$ cat config.mk
export PLATFORM = sky130hd
export DESIGN_NAME = encoder_position_velocity_tracker_unit_flat
export DESIGN_NICKNAME = d
export VERILOG_FILES = /design/src/rtl/epvt_pkg.sv /design/src/rtl/epvt_ifs.sv /design/src/rtl/encoder_position_velocity_tracker_unit.sv /design/src/rtl/epvt_mul.sv /design/src/rtl/epvt_div.sv /design/src/flat_wrapper.sv
export SDC_FILE = /design/constraint.sdc
export NUM_CORES = 2
export LEC_CHECK = 0
export BUFFER_PORTS_ARGS = -buffer_cell sky130_fd_sc_hd__buf_4
export CORE_ASPECT_RATIO = 0.8
export CORE_MARGIN = 5
export CORE_UTILIZATION = 51
export DETAILED_ROUTE_END_ITERATION = 8
export PLACE_DENSITY = 0.67
export SLEW_MARGIN = 5
export SYNTH_ARGS = -nofsm -noshare
export SYNTH_HDL_FRONTEND = slang
export SYNTH_SLANG_ARGS = --single-unit
$ cat constraint.sdc
create_clock -name clk -period 14.83 [get_ports clk]
set_clock_uncertainty 0.1 [all_clocks]
set_input_delay 0.7415 -clock clk [delete_from_list [all_inputs] [get_ports clk]]
set_output_delay 0.7415 -clock clk [all_outputs]
set_load 0.005 [all_outputs]
$ cat src/rtl/epvt_pkg.sv
// Shared types, constants and helper functions for the encoder position and velocity tracker.
`timescale 1ns / 1ps
`default_nettype none

package epvt_pkg;

    localparam int COUNT_BITS_DEF = 16;

    localparam int DIV_W   = 68;
    localparam int DEN_W   = 48;
    localparam int QUO_W   = 33;
    localparam int ITER_W  = 7;
    localparam int MUL_A_W = 33;
    localparam int MUL_B_W = 20;
    localparam int PROD_W  = MUL_A_W + MUL_B_W;

    localparam logic [ITER_W-1:0] ITERS_32  = ITER_W'(32);
    localparam logic [ITER_W-1:0] ITERS_VEL = ITER_W'(DIV_W);
    localparam logic [ITER_W-1:0] ITERS_ACC = ITER_W'(PROD_W);

    localparam logic [15:0]        EPR_RESET    = 16'd4096;
    localparam logic [MUL_B_W-1:0] CDEG_PER_REV = MUL_B_W'(36000);
    localparam logic [MUL_B_W-1:0] US_PER_S     = MUL_B_W'(1000000);
    localparam logic [15:0]        CDEG_REV16   = 16'd36000;
    localparam logic [15:0]        CDEG_HALF    = 16'd18000;

    localparam logic [1:0] LIMIT_NONE = 2'd0;
    localparam logic [1:0] LIMIT_HIGH = 2'd1;
    localparam logic [1:0] LIMIT_LOW  = 2'd2;

    typedef enum logic [4:0] {
        ST_IDLE,
        ST_OFS,
        ST_POS,
        ST_CMP,
        ST_MOD_GO,
        ST_MOD_WAIT,
        ST_ANG_MUL,
        ST_ANG_GO,
        ST_ANG_WAIT,
        ST_DEN_MUL,
        ST_NUM_MUL,
        ST_LO_MUL,
        ST_HI_MUL,
        ST_SUM,
        ST_VEL_GO,
        ST_VEL_WAIT,
        ST_DV_MUL,
        ST_ACC_GO,
        ST_ACC_WAIT,
        ST_OUT
    } state_t;

    typedef struct packed {
        logic [MUL_A_W-1:0] a;
        logic [MUL_B_W-1:0] b;
    } mul_req_t;

    typedef struct packed {
        logic              start;
        logic [DIV_W-1:0]  dividend;
        logic [DEN_W-1:0]  divisor;
        logic [ITER_W-1:0] iters;
    } div_req_t;

    typedef struct packed {
        logic             busy;
        logic             done;
        logic             ovf;
        logic [QUO_W-1:0] quot;
        logic [DEN_W-1:0] rem;
    } div_rsp_t;

    function automatic logic signed [31:0] clamp32(input logic signed [33:0] v);
        logic signed [31:0] r;
        if (v > 34'sd2147483647) begin
            r = 32'sh7FFF_FFFF;
        end else if (v < -34'sd2147483648) begin
            r = 32'sh8000_0000;
        end else begin
            r = v[31:0];
        end
        return r;
    endfunction

    // Applies the sign to a rate magnitude, saturating to -2^31 for negative and 2^31-1 for positive results.
    function automatic logic signed [31:0] rate_sat(input logic neg, input logic ovf,
                                                    input logic [QUO_W-1:0] q);
        logic        big;
        logic [31:0] mag;
        logic [31:0] r;
        big = ovf | q[QUO_W-1] | q[31];
        mag = big ? 32'h8000_0000 : q[31:0];
        if (neg) begin
            r = 32'd0 - mag;
        end else begin
            r = big ? 32'h7FFF_FFFF : mag;
        end
        return $signed(r);
    endfunction

endpackage

`default_nettype wire

$ cat src/rtl/epvt_ifs.sv
// Valid/ready channel interfaces for the tracker's input items and result items.
`timescale 1ns / 1ps
`default_nettype none

interface epvt_in_if #(parameter int COUNT_BITS = epvt_pkg::COUNT_BITS_DEF);
    logic                         valid;
    logic                         ready;
    logic signed [COUNT_BITS-1:0] raw_count;
    logic [1:0]                   limit_event;
    logic [31:0]                  time_us;

    modport source(output valid, raw_count, limit_event, time_us, input ready);
    modport sink(input valid, raw_count, limit_event, time_us, output ready);
endinterface

interface epvt_out_if;
    logic               valid;
    logic               ready;
    logic signed [31:0] position;
    logic signed [15:0] angle_centideg;
    logic signed [31:0] velocity_centideg_s;
    logic signed [31:0] accel_centideg_s2;

    modport source(output valid, position, angle_centideg, velocity_centideg_s,
                   accel_centideg_s2, input ready);
    modport sink(input valid, position, angle_centideg, velocity_centideg_s,
                 accel_centideg_s2, output ready);
endinterface

`default_nettype wire

$ cat src/rtl/encoder_position_velocity_tracker_unit.sv
// Top level of the encoder position, angle, velocity and acceleration tracker.
//
// The sample channel takes one poll of the edge counter per item: raw count, limit event
// and microsecond timestamp. The result channel returns position, wrapped angle, velocity
// and acceleration, but only for items whose position differs from the previous one.
// The edges-per-revolution register is written through cfg_wr_en and cfg_wr_data.
// One item is worked on at a time by a sequencer driving one shared multiplier and one
// shared radix-2 divider. An item that leaves the position unchanged returns to idle from
// the compare state. An item with zero elapsed time ends after the modulo and angle passes;
// a full update adds the velocity and acceleration passes of the divider.
// The result is loaded into the output register from ST_OUT after the last divider pass.
// Reset clears the position offset, the last position, time, velocity and acceleration,
// and loads 4096 into the edges-per-revolution register. A stalled receiver holds the
// result in the output register; the next item is still accepted and worked on, and its
// result waits until the register is free.
`timescale 1ns / 1ps
`default_nettype none

module encoder_position_velocity_tracker_unit #(
    parameter int COUNT_BITS = epvt_pkg::COUNT_BITS_DEF
) (
    input  wire logic        clk,
    input  wire logic        rst_n,
    input  wire logic        cfg_wr_en,
    input  wire logic [15:0] cfg_wr_data,
    epvt_in_if.sink          sample,
    epvt_out_if.source       result
);

    localparam logic signed [33:0] LIM_HI = (34'sd1 <<< (COUNT_BITS - 1)) - 34'sd1;
    localparam logic signed [33:0] LIM_LO = -(34'sd1 <<< (COUNT_BITS - 1));

    epvt_pkg::state_t state_reg;
    epvt_pkg::state_t state_next;

    epvt_pkg::mul_req_t              mul_req;
    logic [epvt_pkg::PROD_W-1:0]     mul_prod;
    epvt_pkg::div_req_t              div_req;
    epvt_pkg::div_rsp_t              div_rsp;

    logic [15:0]        epr_reg;
    logic signed [31:0] offset_reg;
    logic signed [31:0] last_pos_reg;
    logic [31:0]        last_time_reg;
    logic signed [31:0] last_vel_reg;
    logic signed [31:0] held_acc_reg;

    logic signed [COUNT_BITS-1:0] raw_reg;
    logic [1:0]                   ev_reg;
    logic [31:0]                  time_reg;
    logic signed [31:0]           pos_reg;
    logic                         dneg_reg;
    logic [31:0]                  dmag_reg;
    logic                         pneg_reg;
    logic [31:0]                  pmag_reg;
    logic [31:0]                  dt_reg;
    logic [15:0]                  modr_reg;
    logic signed [15:0]           ang_reg;
    logic [47:0]                  den_reg;
    logic [47:0]                  x_reg;
    logic [44:0]                  lo_reg;
    logic [epvt_pkg::DIV_W-1:0]   num_reg;
    logic signed [31:0]           vel_reg;
    logic signed [31:0]           acc_reg;
    logic                         dvneg_reg;

    logic               out_valid_reg;
    logic signed [31:0] out_pos_reg;
    logic signed [15:0] out_ang_reg;
    logic signed [31:0] out_vel_reg;
    logic signed [31:0] out_acc_reg;

    logic [15:0]                epr_eff;
    logic signed [33:0]         ofs_ext;
    logic signed [33:0]         raw_ext;
    logic signed [32:0]         delta;
    logic [32:0]                delta_abs;
    logic [32:0]                pos_abs;
    logic [15:0]                mod_raw;
    logic [15:0]                mod_fix;
    logic [15:0]                ang_q;
    logic [15:0]                ang_val;
    logic signed [32:0]         dv;
    logic [32:0]                dv_abs;
    logic [epvt_pkg::DIV_W-1:0] num_sum;
    logic signed [31:0]         vel_val;
    logic signed [31:0]         acc_val;
    logic                       out_load;

    epvt_mul u_mul (
        .clk  (clk),
        .req  (mul_req),
        .prod (mul_prod)
    );

    epvt_div u_div (
        .clk   (clk),
        .rst_n (rst_n),
        .req   (div_req),
        .rsp   (div_rsp)
    );

    assign epr_eff   = (epr_reg == 16'd0) ? 16'd1 : epr_reg;
    assign ofs_ext   = 34'(offset_reg);
    assign raw_ext   = 34'(raw_reg);
    assign delta     = 33'(pos_reg) - 33'(last_pos_reg);
    assign delta_abs = delta[32] ? 33'd0 - delta : delta;
    assign pos_abs   = pos_reg[31] ? 33'd0 - 33'(pos_reg) : 33'(pos_reg);
    assign mod_raw   = div_rsp.rem[15:0];
    assign mod_fix   = (pneg_reg && mod_raw != 16'd0) ? epr_eff - mod_raw : mod_raw;
    assign ang_q     = div_rsp.quot[15:0];
    assign ang_val   = (ang_q >= epvt_pkg::CDEG_HALF) ? ang_q - epvt_pkg::CDEG_REV16 : ang_q;
    assign dv        = 33'(vel_reg) - 33'(last_vel_reg);
    assign dv_abs    = dv[32] ? 33'd0 - dv : dv;
    assign num_sum   = {mul_prod[42:0], 25'd0} + epvt_pkg::DIV_W'(lo_reg);
    assign vel_val   = epvt_pkg::rate_sat(dneg_reg, div_rsp.ovf, div_rsp.quot);
    assign acc_val   = epvt_pkg::rate_sat(dvneg_reg, div_rsp.ovf, div_rsp.quot);
    assign out_load  = (state_reg == epvt_pkg::ST_OUT) && (!out_valid_reg || result.ready);

    always_comb
    begin
        state_next = state_reg;
        unique case (state_reg)
            epvt_pkg::ST_IDLE:     if (sample.valid) state_next = epvt_pkg::ST_OFS;
            epvt_pkg::ST_OFS:      state_next = epvt_pkg::ST_POS;
            epvt_pkg::ST_POS:      state_next = epvt_pkg::ST_CMP;
            epvt_pkg::ST_CMP:
            begin
                if (pos_reg == last_pos_reg) state_next = epvt_pkg::ST_IDLE;
                else                         state_next = epvt_pkg::ST_MOD_GO;
            end
            epvt_pkg::ST_MOD_GO:   state_next = epvt_pkg::ST_MOD_WAIT;
            epvt_pkg::ST_MOD_WAIT: if (div_rsp.done) state_next = epvt_pkg::ST_ANG_MUL;
            epvt_pkg::ST_ANG_MUL:  state_next = epvt_pkg::ST_ANG_GO;
            epvt_pkg::ST_ANG_GO:   state_next = epvt_pkg::ST_ANG_WAIT;
            epvt_pkg::ST_ANG_WAIT:
            begin
                if (div_rsp.done)
                begin
                    if (dt_reg == 32'd0) state_next = epvt_pkg::ST_OUT;
                    else                 state_next = epvt_pkg::ST_DEN_MUL;
                end
            end
            epvt_pkg::ST_DEN_MUL:  state_next = epvt_pkg::ST_NUM_MUL;
            epvt_pkg::ST_NUM_MUL:  state_next = epvt_pkg::ST_LO_MUL;
            epvt_pkg::ST_LO_MUL:   state_next = epvt_pkg::ST_HI_MUL;
            epvt_pkg::ST_HI_MUL:   state_next = epvt_pkg::ST_SUM;
            epvt_pkg::ST_SUM:      state_next = epvt_pkg::ST_VEL_GO;
            epvt_pkg::ST_VEL_GO:   state_next = epvt_pkg::ST_VEL_WAIT;
            epvt_pkg::ST_VEL_WAIT: if (div_rsp.done) state_next = epvt_pkg::ST_DV_MUL;
            epvt_pkg::ST_DV_MUL:   state_next = epvt_pkg::ST_ACC_GO;
            epvt_pkg::ST_ACC_GO:   state_next = epvt_pkg::ST_ACC_WAIT;
            epvt_pkg::ST_ACC_WAIT: if (div_rsp.done) state_next = epvt_pkg::ST_OUT;
            epvt_pkg::ST_OUT:      if (out_load) state_next = epvt_pkg::ST_IDLE;
            default:               state_next = epvt_pkg::ST_IDLE;
        endcase
    end

    always_comb
    begin
        sample.ready     = 1'b0;
        mul_req.a        = '0;
        mul_req.b        = '0;
        div_req.start    = 1'b0;
        div_req.dividend = '0;
        div_req.divisor  = '0;
        div_req.iters    = '0;
        unique case (state_reg)
            epvt_pkg::ST_IDLE:
            begin
                sample.ready = 1'b1;
            end
            epvt_pkg::ST_MOD_GO:
            begin
                div_req.start    = 1'b1;
                div_req.dividend = {pmag_reg, 36'd0};
                div_req.divisor  = epvt_pkg::DEN_W'(epr_eff);
                div_req.iters    = epvt_pkg::ITERS_32;
            end
            epvt_pkg::ST_ANG_MUL:
            begin
                mul_req.a = epvt_pkg::MUL_A_W'(modr_reg);
                mul_req.b = epvt_pkg::CDEG_PER_REV;
            end
            epvt_pkg::ST_ANG_GO:
            begin
                div_req.start    = 1'b1;
                div_req.dividend = {mul_prod[31:0], 36'd0};
                div_req.divisor  = epvt_pkg::DEN_W'(epr_eff);
                div_req.iters    = epvt_pkg::ITERS_32;
            end
            epvt_pkg::ST_DEN_MUL:
            begin
                mul_req.a = epvt_pkg::MUL_A_W'(dt_reg);
                mul_req.b = epvt_pkg::MUL_B_W'(epr_eff);
            end
            epvt_pkg::ST_NUM_MUL:
            begin
                mul_req.a = epvt_pkg::MUL_A_W'(dmag_reg);
                mul_req.b = epvt_pkg::CDEG_PER_REV;
            end
            epvt_pkg::ST_LO_MUL:
            begin
                mul_req.a = epvt_pkg::MUL_A_W'(mul_prod[24:0]);
                mul_req.b = epvt_pkg::US_PER_S;
            end
            epvt_pkg::ST_HI_MUL:
            begin
                mul_req.a = epvt_pkg::MUL_A_W'(x_reg[47:25]);
                mul_req.b = epvt_pkg::US_PER_S;
            end
            epvt_pkg::ST_VEL_GO:
            begin
                div_req.start    = 1'b1;
                div_req.dividend = num_reg;
                div_req.divisor  = den_reg;
                div_req.iters    = epvt_pkg::ITERS_VEL;
            end
            epvt_pkg::ST_DV_MUL:
            begin
                mul_req.a = dv_abs;
                mul_req.b = epvt_pkg::US_PER_S;
            end
            epvt_pkg::ST_ACC_GO:
            begin
                div_req.start    = 1'b1;
                div_req.dividend = {mul_prod, 15'd0};
                div_req.divisor  = epvt_pkg::DEN_W'(dt_reg);
                div_req.iters    = epvt_pkg::ITERS_ACC;
            end
            default:
            begin
                sample.ready = 1'b0;
            end
        endcase
    end

    always_ff @(posedge clk or negedge rst_n)
    begin
        if (!rst_n)
        begin
            state_reg     <= epvt_pkg::ST_IDLE;
            out_valid_reg <= 1'b0;
            epr_reg       <= epvt_pkg::EPR_RESET;
            offset_reg    <= '0;
            last_pos_reg  <= '0;
            last_time_reg <= '0;
            last_vel_reg  <= '0;
            held_acc_reg  <= '0;
        end
        else
        begin
            state_reg <= state_next;
            if (cfg_wr_en)
            begin
                epr_reg <= cfg_wr_data;
            end
            if (out_load)
            begin
                out_valid_reg <= 1'b1;
            end
            else if (result.ready)
            begin
                out_valid_reg <= 1'b0;
            end
            if (state_reg == epvt_pkg::ST_OFS)
            begin
                unique case (ev_reg)
                    epvt_pkg::LIMIT_HIGH: offset_reg <= epvt_pkg::clamp32(ofs_ext + LIM_HI);
                    epvt_pkg::LIMIT_LOW:  offset_reg <= epvt_pkg::clamp32(ofs_ext + LIM_LO);
                    default:              offset_reg <= offset_reg;
                endcase
            end
            if (state_reg == epvt_pkg::ST_CMP && pos_reg != last_pos_reg)
            begin
                last_pos_reg <= pos_reg;
            end
            if (state_reg == epvt_pkg::ST_ACC_WAIT && div_rsp.done)
            begin
                last_vel_reg  <= vel_reg;
                held_acc_reg  <= acc_val;
                last_time_reg <= time_reg;
            end
        end
    end

    always_ff @(posedge clk)
    begin
        case (state_reg)
            epvt_pkg::ST_IDLE:
            begin
                if (sample.valid)
                begin
                    raw_reg  <= sample.raw_count;
                    ev_reg   <= sample.limit_event;
                    time_reg <= sample.time_us;
                end
            end
            epvt_pkg::ST_POS:
            begin
                pos_reg <= epvt_pkg::clamp32(ofs_ext + raw_ext);
            end
            epvt_pkg::ST_CMP:
            begin
                dneg_reg <= delta[32];
                dmag_reg <= delta_abs[31:0];
                pneg_reg <= pos_reg[31];
                pmag_reg <= pos_abs[31:0];
                dt_reg   <= time_reg - last_time_reg;
            end
            epvt_pkg::ST_MOD_WAIT:
            begin
                if (div_rsp.done) modr_reg <= mod_fix;
            end
            epvt_pkg::ST_ANG_WAIT:
            begin
                if (div_rsp.done)
                begin
                    ang_reg <= $signed(ang_val);
                    vel_reg <= last_vel_reg;
                    acc_reg <= held_acc_reg;
                end
            end
            epvt_pkg::ST_NUM_MUL:
            begin
                den_reg <= mul_prod[47:0];
            end
            epvt_pkg::ST_LO_MUL:
            begin
                x_reg <= mul_prod[47:0];
            end
            epvt_pkg::ST_HI_MUL:
            begin
                lo_reg <= mul_prod[44:0];
            end
            epvt_pkg::ST_SUM:
            begin
                num_reg <= num_sum;
            end
            epvt_pkg::ST_VEL_WAIT:
            begin
                if (div_rsp.done) vel_reg <= vel_val;
            end
            epvt_pkg::ST_DV_MUL:
            begin
                dvneg_reg <= dv[32];
            end
            epvt_pkg::ST_ACC_WAIT:
            begin
                if (div_rsp.done) acc_reg <= acc_val;
            end
            default:
            begin
            end
        endcase
        if (out_load)
        begin
            out_pos_reg <= pos_reg;
            out_ang_reg <= ang_reg;
            out_vel_reg <= vel_reg;
            out_acc_reg <= acc_reg;
        end
    end

    assign result.valid               = out_valid_reg;
    assign result.position            = out_pos_reg;
    assign result.angle_centideg      = out_ang_reg;
    assign result.velocity_centideg_s = out_vel_reg;
    assign result.accel_centideg_s2   = out_acc_reg;

    // The shared divider is only started when it has finished its previous pass.
    a_div_start_idle: assert property (@(posedge clk) disable iff (!rst_n)
        div_req.start |-> !div_rsp.busy)
        else $error("divider started while busy");

    // A divider completion always follows a pass that was running.
    a_div_done_after_busy: assert property (@(posedge clk) disable iff (!rst_n)
        div_rsp.done |-> $past(div_rsp.busy))
        else $error("divider done without a running pass");

    // Every delivered angle lies in the half-open range of one revolution.
    a_angle_range: assert property (@(posedge clk) disable iff (!rst_n)
        result.valid |-> (result.angle_centideg >= -16'sd18000) &&
                         (result.angle_centideg < 16'sd18000))
        else $error("angle out of range");

    // The timestamp state moves only at the end of a full rate update.
    a_time_update: assert property (@(posedge clk) disable iff (!rst_n)
        (state_reg != epvt_pkg::ST_ACC_WAIT) |=> $stable(last_time_reg))
        else $error("last time changed outside a rate update");

endmodule

`default_nettype wire

$ cat src/rtl/epvt_mul.sv
// Shared multiplier with a registered product.
`timescale 1ns / 1ps
`default_nettype none

module epvt_mul (
    input  wire  logic                          clk,
    input  wire  epvt_pkg::mul_req_t            req,
    output logic [epvt_pkg::PROD_W-1:0]         prod
);

    logic [epvt_pkg::PROD_W-1:0] prod_reg;

    always_ff @(posedge clk)
    begin
        prod_reg <= {{epvt_pkg::MUL_B_W{1'b0}}, req.a} * {{epvt_pkg::MUL_A_W{1'b0}}, req.b};
    end

    assign prod = prod_reg;

endmodule

`default_nettype wire

$ cat src/rtl/epvt_div.sv
// Shared radix-2 restoring divider with a quotient overflow flag.
`timescale 1ns / 1ps
`default_nettype none

module epvt_div (
    input  wire  logic               clk,
    input  wire  logic               rst_n,
    input  wire  epvt_pkg::div_req_t req,
    output epvt_pkg::div_rsp_t       rsp
);

    localparam int DIV_W  = epvt_pkg::DIV_W;
    localparam int DEN_W  = epvt_pkg::DEN_W;
    localparam int QUO_W  = epvt_pkg::QUO_W;
    localparam int ITER_W = epvt_pkg::ITER_W;

    logic [DIV_W-1:0]  num_reg;
    logic [DEN_W-1:0]  den_reg;
    logic [DEN_W-1:0]  rem_reg;
    logic [QUO_W-1:0]  quot_reg;
    logic              ovf_reg;
    logic [ITER_W-1:0] cnt_reg;
    logic              done_reg;

    logic [DEN_W:0] shifted;
    logic [DEN_W:0] diff;
    logic           ge;

    assign shifted = {rem_reg, num_reg[DIV_W-1]};
    assign diff    = shifted - {1'b0, den_reg};
    assign ge      = shifted >= {1'b0, den_reg};

    always_ff @(posedge clk or negedge rst_n)
    begin
        if (!rst_n)
        begin
            cnt_reg  <= '0;
            done_reg <= 1'b0;
        end
        else
        begin
            done_reg <= (cnt_reg == ITER_W'(1));
            if (req.start)
            begin
                cnt_reg <= req.iters;
            end
            else if (cnt_reg != '0)
            begin
                cnt_reg <= cnt_reg - ITER_W'(1);
            end
        end
    end

    always_ff @(posedge clk)
    begin
        if (req.start)
        begin
            num_reg  <= req.dividend;
            den_reg  <= req.divisor;
            rem_reg  <= '0;
            quot_reg <= '0;
            ovf_reg  <= 1'b0;
        end
        else if (cnt_reg != '0)
        begin
            num_reg  <= {num_reg[DIV_W-2:0], 1'b0};
            rem_reg  <= ge ? diff[DEN_W-1:0] : shifted[DEN_W-1:0];
            quot_reg <= {quot_reg[QUO_W-2:0], ge};
            ovf_reg  <= ovf_reg | quot_reg[QUO_W-1];
        end
    end

    assign rsp.busy = (cnt_reg != '0);
    assign rsp.done = done_reg;
    assign rsp.ovf  = ovf_reg;
    assign rsp.quot = quot_reg;
    assign rsp.rem  = rem_reg;

endmodule

`default_nettype wire
$ cat src/flat_wrapper.sv
// flat-port wrapper written by rule: the top's interface ports become plain ports
module encoder_position_velocity_tracker_unit_flat 
#(
    parameter int COUNT_BITS = epvt_pkg::COUNT_BITS_DEF
)
  (clk, rst_n, cfg_wr_en, cfg_wr_data, sample_valid, sample_raw_count, sample_limit_event, sample_time_us, sample_ready, result_valid, result_position, result_angle_centideg, result_velocity_centideg_s, result_accel_centideg_s2, result_ready);
  epvt_in_if #(.COUNT_BITS(COUNT_BITS)) sample_i ();
  epvt_out_if result_i ();
  input  wire logic clk;
  input  wire logic rst_n;
  input  wire logic cfg_wr_en;
  input  wire logic [15:0] cfg_wr_data;
  input wire logic [$bits(sample_i.valid)-1:0] sample_valid;
  input wire logic [$bits(sample_i.raw_count)-1:0] sample_raw_count;
  input wire logic [$bits(sample_i.limit_event)-1:0] sample_limit_event;
  input wire logic [$bits(sample_i.time_us)-1:0] sample_time_us;
  output wire logic [$bits(sample_i.ready)-1:0] sample_ready;
  output wire logic [$bits(result_i.valid)-1:0] result_valid;
  output wire logic [$bits(result_i.position)-1:0] result_position;
  output wire logic [$bits(result_i.angle_centideg)-1:0] result_angle_centideg;
  output wire logic [$bits(result_i.velocity_centideg_s)-1:0] result_velocity_centideg_s;
  output wire logic [$bits(result_i.accel_centideg_s2)-1:0] result_accel_centideg_s2;
  input wire logic [$bits(result_i.ready)-1:0] result_ready;
  assign sample_i.valid = sample_valid;
  assign sample_i.raw_count = sample_raw_count;
  assign sample_i.limit_event = sample_limit_event;
  assign sample_i.time_us = sample_time_us;
  assign sample_ready = sample_i.ready;
  assign result_valid = result_i.valid;
  assign result_position = result_i.position;
  assign result_angle_centideg = result_i.angle_centideg;
  assign result_velocity_centideg_s = result_i.velocity_centideg_s;
  assign result_accel_centideg_s2 = result_i.accel_centideg_s2;
  assign result_i.ready = result_ready;
  encoder_position_velocity_tracker_unit #(.COUNT_BITS(COUNT_BITS)) u_core (.clk(clk), .rst_n(rst_n), .cfg_wr_en(cfg_wr_en), .cfg_wr_data(cfg_wr_data), .sample(sample_i), .result(result_i));
endmodule
==> results_dict.tcl <==
set metrics [dict create \
    final_cell_mix "967 x inv_1, 773 x nand2_1, 689 x edfxtp_1" \
    antenna_found_initial 18 \
    drc 0 \
    fp.dieH_um 352 \
    cp-end-kind "flip-flop" \
    finalCriticalPeriod_ns 12.48 \
    layout.cells.non_filler 9577 \
    synthCells 7528 \
    cts_tree "built" \
    clkSinkCount 1014 \
    finalSetupViolations 0 \
    final_core_util_pct 56.1 \
    vias 58300 \
    via_per_inst 6.09 \
    post-route-period-util_pct 84.1 \
    initial_core_util_pct 51.3 \
    synth_largest_area_cell "edfxtp_1" \
    numCtsBuffers 104 \
    core_sq_um 145000 \
    grt_pass1_vias 56100 \
    wl_per_cell_um 24.3 \
    drt_pass1_iterations 9 \
    placed_area_sq_um 77900 \
    cp.required_ns 15.34 \
    cts_resized 0 \
    dp.cells 9368 \
    path_common_cell "fa_1" \
    critical_path.max_fanout 15 \
    leakage_nw 35.0 \
    irDropWorstVdd_mv 0.0986 \
    synthMuxAreaShare_pct 2.63 \
    tns_ns 0 \
    cpMaxStageDelayCell "o211ai_1" \
    p_total_w 0.00749 \
    report.final.hold_viol_count 0 \
    gp_congestion 0.963 \
    clock_latency_ns 0.75 \
    ys.warnings.count 0 \
    synthFlopType "edfxtp_1" \
    yosys.area_share.xor_xnor_pct 3.91 \
    report.final.slew_viol_count 0 \
    postRouteAntennaNets 0 \
    ys_ff_latch 1014 \
    port_buffers 184 \
    async_flop_share_pct 18.7 \
    root_buffer "clkbuf_16" \
    grtUsageTotal_pct 29.7 \
    io_pins 185 \
    netlist_area_sq_um 74500 \
    final_area_sq_um 81500 \
    arrival_ns 12.99 \
    synth_area_per_cell_sq_um 9.90 \
    slew_headroom_pct 8.05 \
    drt_first_iter_violations 6669 \
    synth_top_family_by_area "adder cells" \
    maxCapViolations 0 \
    dpl.hpwl_um 175000 \
    rsz0062_at_grt "false" \
    nets 8590 \
    overflow 0 \
    grt_max_degree 109 \
    area_growth_pct 9.38 \
    synth_compound_area_share_pct 15.4 \
    grt_pass1_wl_um 353000 \
    synth_top_area_share_pct 27.8 \
    clk_path_buf_depth 3 \
    synth_edf_count 689 \
    startpoint_type "flip-flop" \
    cpPeakStageDelay_ns 0.86 \
    layout-drive-gt1-share_pct 9.11 \
    synthSimpleGateAreaFrac_pct 11.9 \
    tightest_slew_ns 1.37 \
    path_class "flip-flop to flip-flop" \
    htree_levels 3 \
    die_area_sq_um 154000 \
    path_clk_slew_ns 0.07 \
    layout_commonest_cell "inv_1" \
    synth.distinct_cells 108 \
    status "complete, no violations" \
    ys_seq_area_share_pct 37.8 \
    fmax_ghz 0.0802 \
    synthAdderAreaFrac_pct 21.6 \
    die_w_um 437 \
    synth.area.top_cells "edfxtp_1 28%, fa_1 15%, ha_1 6.5%" \
    drt-total-wl_um 232000 \
    p_per_area_nw_per_um2 91.9 \
    rows 125 \
    hp-class "input pin to flip-flop" \
]
-- layout make-up --
cell class | instances | area [sq um]
Fill cell | 12700 | 63800
Tap cell | 1905 | 2380
Sequential cell | 1014 | 28100
Clock buffer | 128 | 2800
Timing Repair Buffer | 293 | 2220
Clock inverter | 70 | 766
Inverter | 968 | 3640
Antenna cell | 10 | 25.0
Multi-Input combinational cell | 5189 | 41500
-- stage by stage --
step	hold WS, ns	setup slack (ns)
final	0.0758	2.35
after global routing	0.0383	1.69
after detailed placement	0.305	2.56
after global placement	0.300	2.97
after CTS	0.0164	2.48
after floorplan	0.300	4.52
-- worst paths after layout --
check                                              startpoint  slack, ns                                  end  depth (start not counted)
setup / recovery           u_core.last_vel_reg[0]$_DFFE_PN0P_       2.35        u_core.u_mul.prod[46]$_DFF_P_                         38
hold / removal                           sample_raw_count[15]       0.08         u_core.raw_reg[15]$_DFFE_PP_                          1
setup reg to reg           u_core.last_vel_reg[0]$_DFFE_PN0P_       2.35        u_core.u_mul.prod[46]$_DFF_P_                         38
hold reg to reg                   u_core.lo_reg[15]$_DFFE_PN_       0.31         u_core.num_reg[15]$_DFFE_PP_                          0
max in group asynchronous                               rst_n      12.83  u_core.held_acc_reg[26]$_DFFE_PN0P_                          3
min in group asynchronous                               rst_n       0.52    u_core.offset_reg[22]$_DFFE_PN0P_                          2
-- synth_stat cells, drive strengths merged, types with 57 or more instances --
| master | number |
|---|---|
| mux2 | 139 |
| a21o | 162 |
| dfxtp | 135 |
| xnor2 | 232 |
| fa | 561 |
| and2 | 109 |
| nor3 | 104 |
| edfxtp | 689 |
| clkbuf | 327 |
| a31oi | 75 |
| nand3 | 106 |
| ha | 388 |
| inv | 968 |
| nor2 | 445 |
| nand2 | 775 |
| xor2 | 101 |
| nand2b | 57 |
| dfrtp | 189 |
| a21oi | 488 |
| a22oi | 103 |
| o21ai | 487 |
-- where the power goes --
part | switching (W) | internal, W
logic | 0.000890 | 0.000620
clock network | 0.00118 | 0.00158
registers | 0.000118 | 0.00310
total | 0.00219 | 0.00530
-- layer usage --
layer	up-vias	wire, um	part of all wire, %	global-route usage (%)
met5	-	27	0.012	0
li1	26100	-	-	-
met2	2992	96300	41	42.3
met4	4	7840	3.4	8.81
met1	28700	101000	43	44.0
met3	476	27500	12	8.73
-- timing repair --
action | in CTS | in global routing
hold buffers | 1 | 0
setup endpoints to repair | 0 | 0
hold endpoints to repair | 82 | 0
buffers inserted | 0 | 0
-- critical path: cells and delay by family (launching register included) --
kind	cells	cell delay (ns)
AO/OA/AOI/OAI	14	5.07
adder cells (fa/ha/maj)	10	4.56
AND/OR/NAND/NOR	6	1.45
flip-flops	1	0.40
XOR/XNOR	2	0.38
buffers and inverters	6	0.34
-- kinds of logic (layout without fill, tap and decap cells) --
| family | count (synthesis) | after routing |
|---|---|---|
| mux | 178 | 178 |
| xor+xnor | 333 | 333 |
| buf+inv | 1336 | 1459 |
| other cells | 2 | 23 |
| simple gates | 1915 | 1915 |
| fa+ha+maj | 951 | 951 |
| compound gates | 1799 | 1799 |
| flops | 1014 | 1014 |
(Power assumes the default switching activity.)
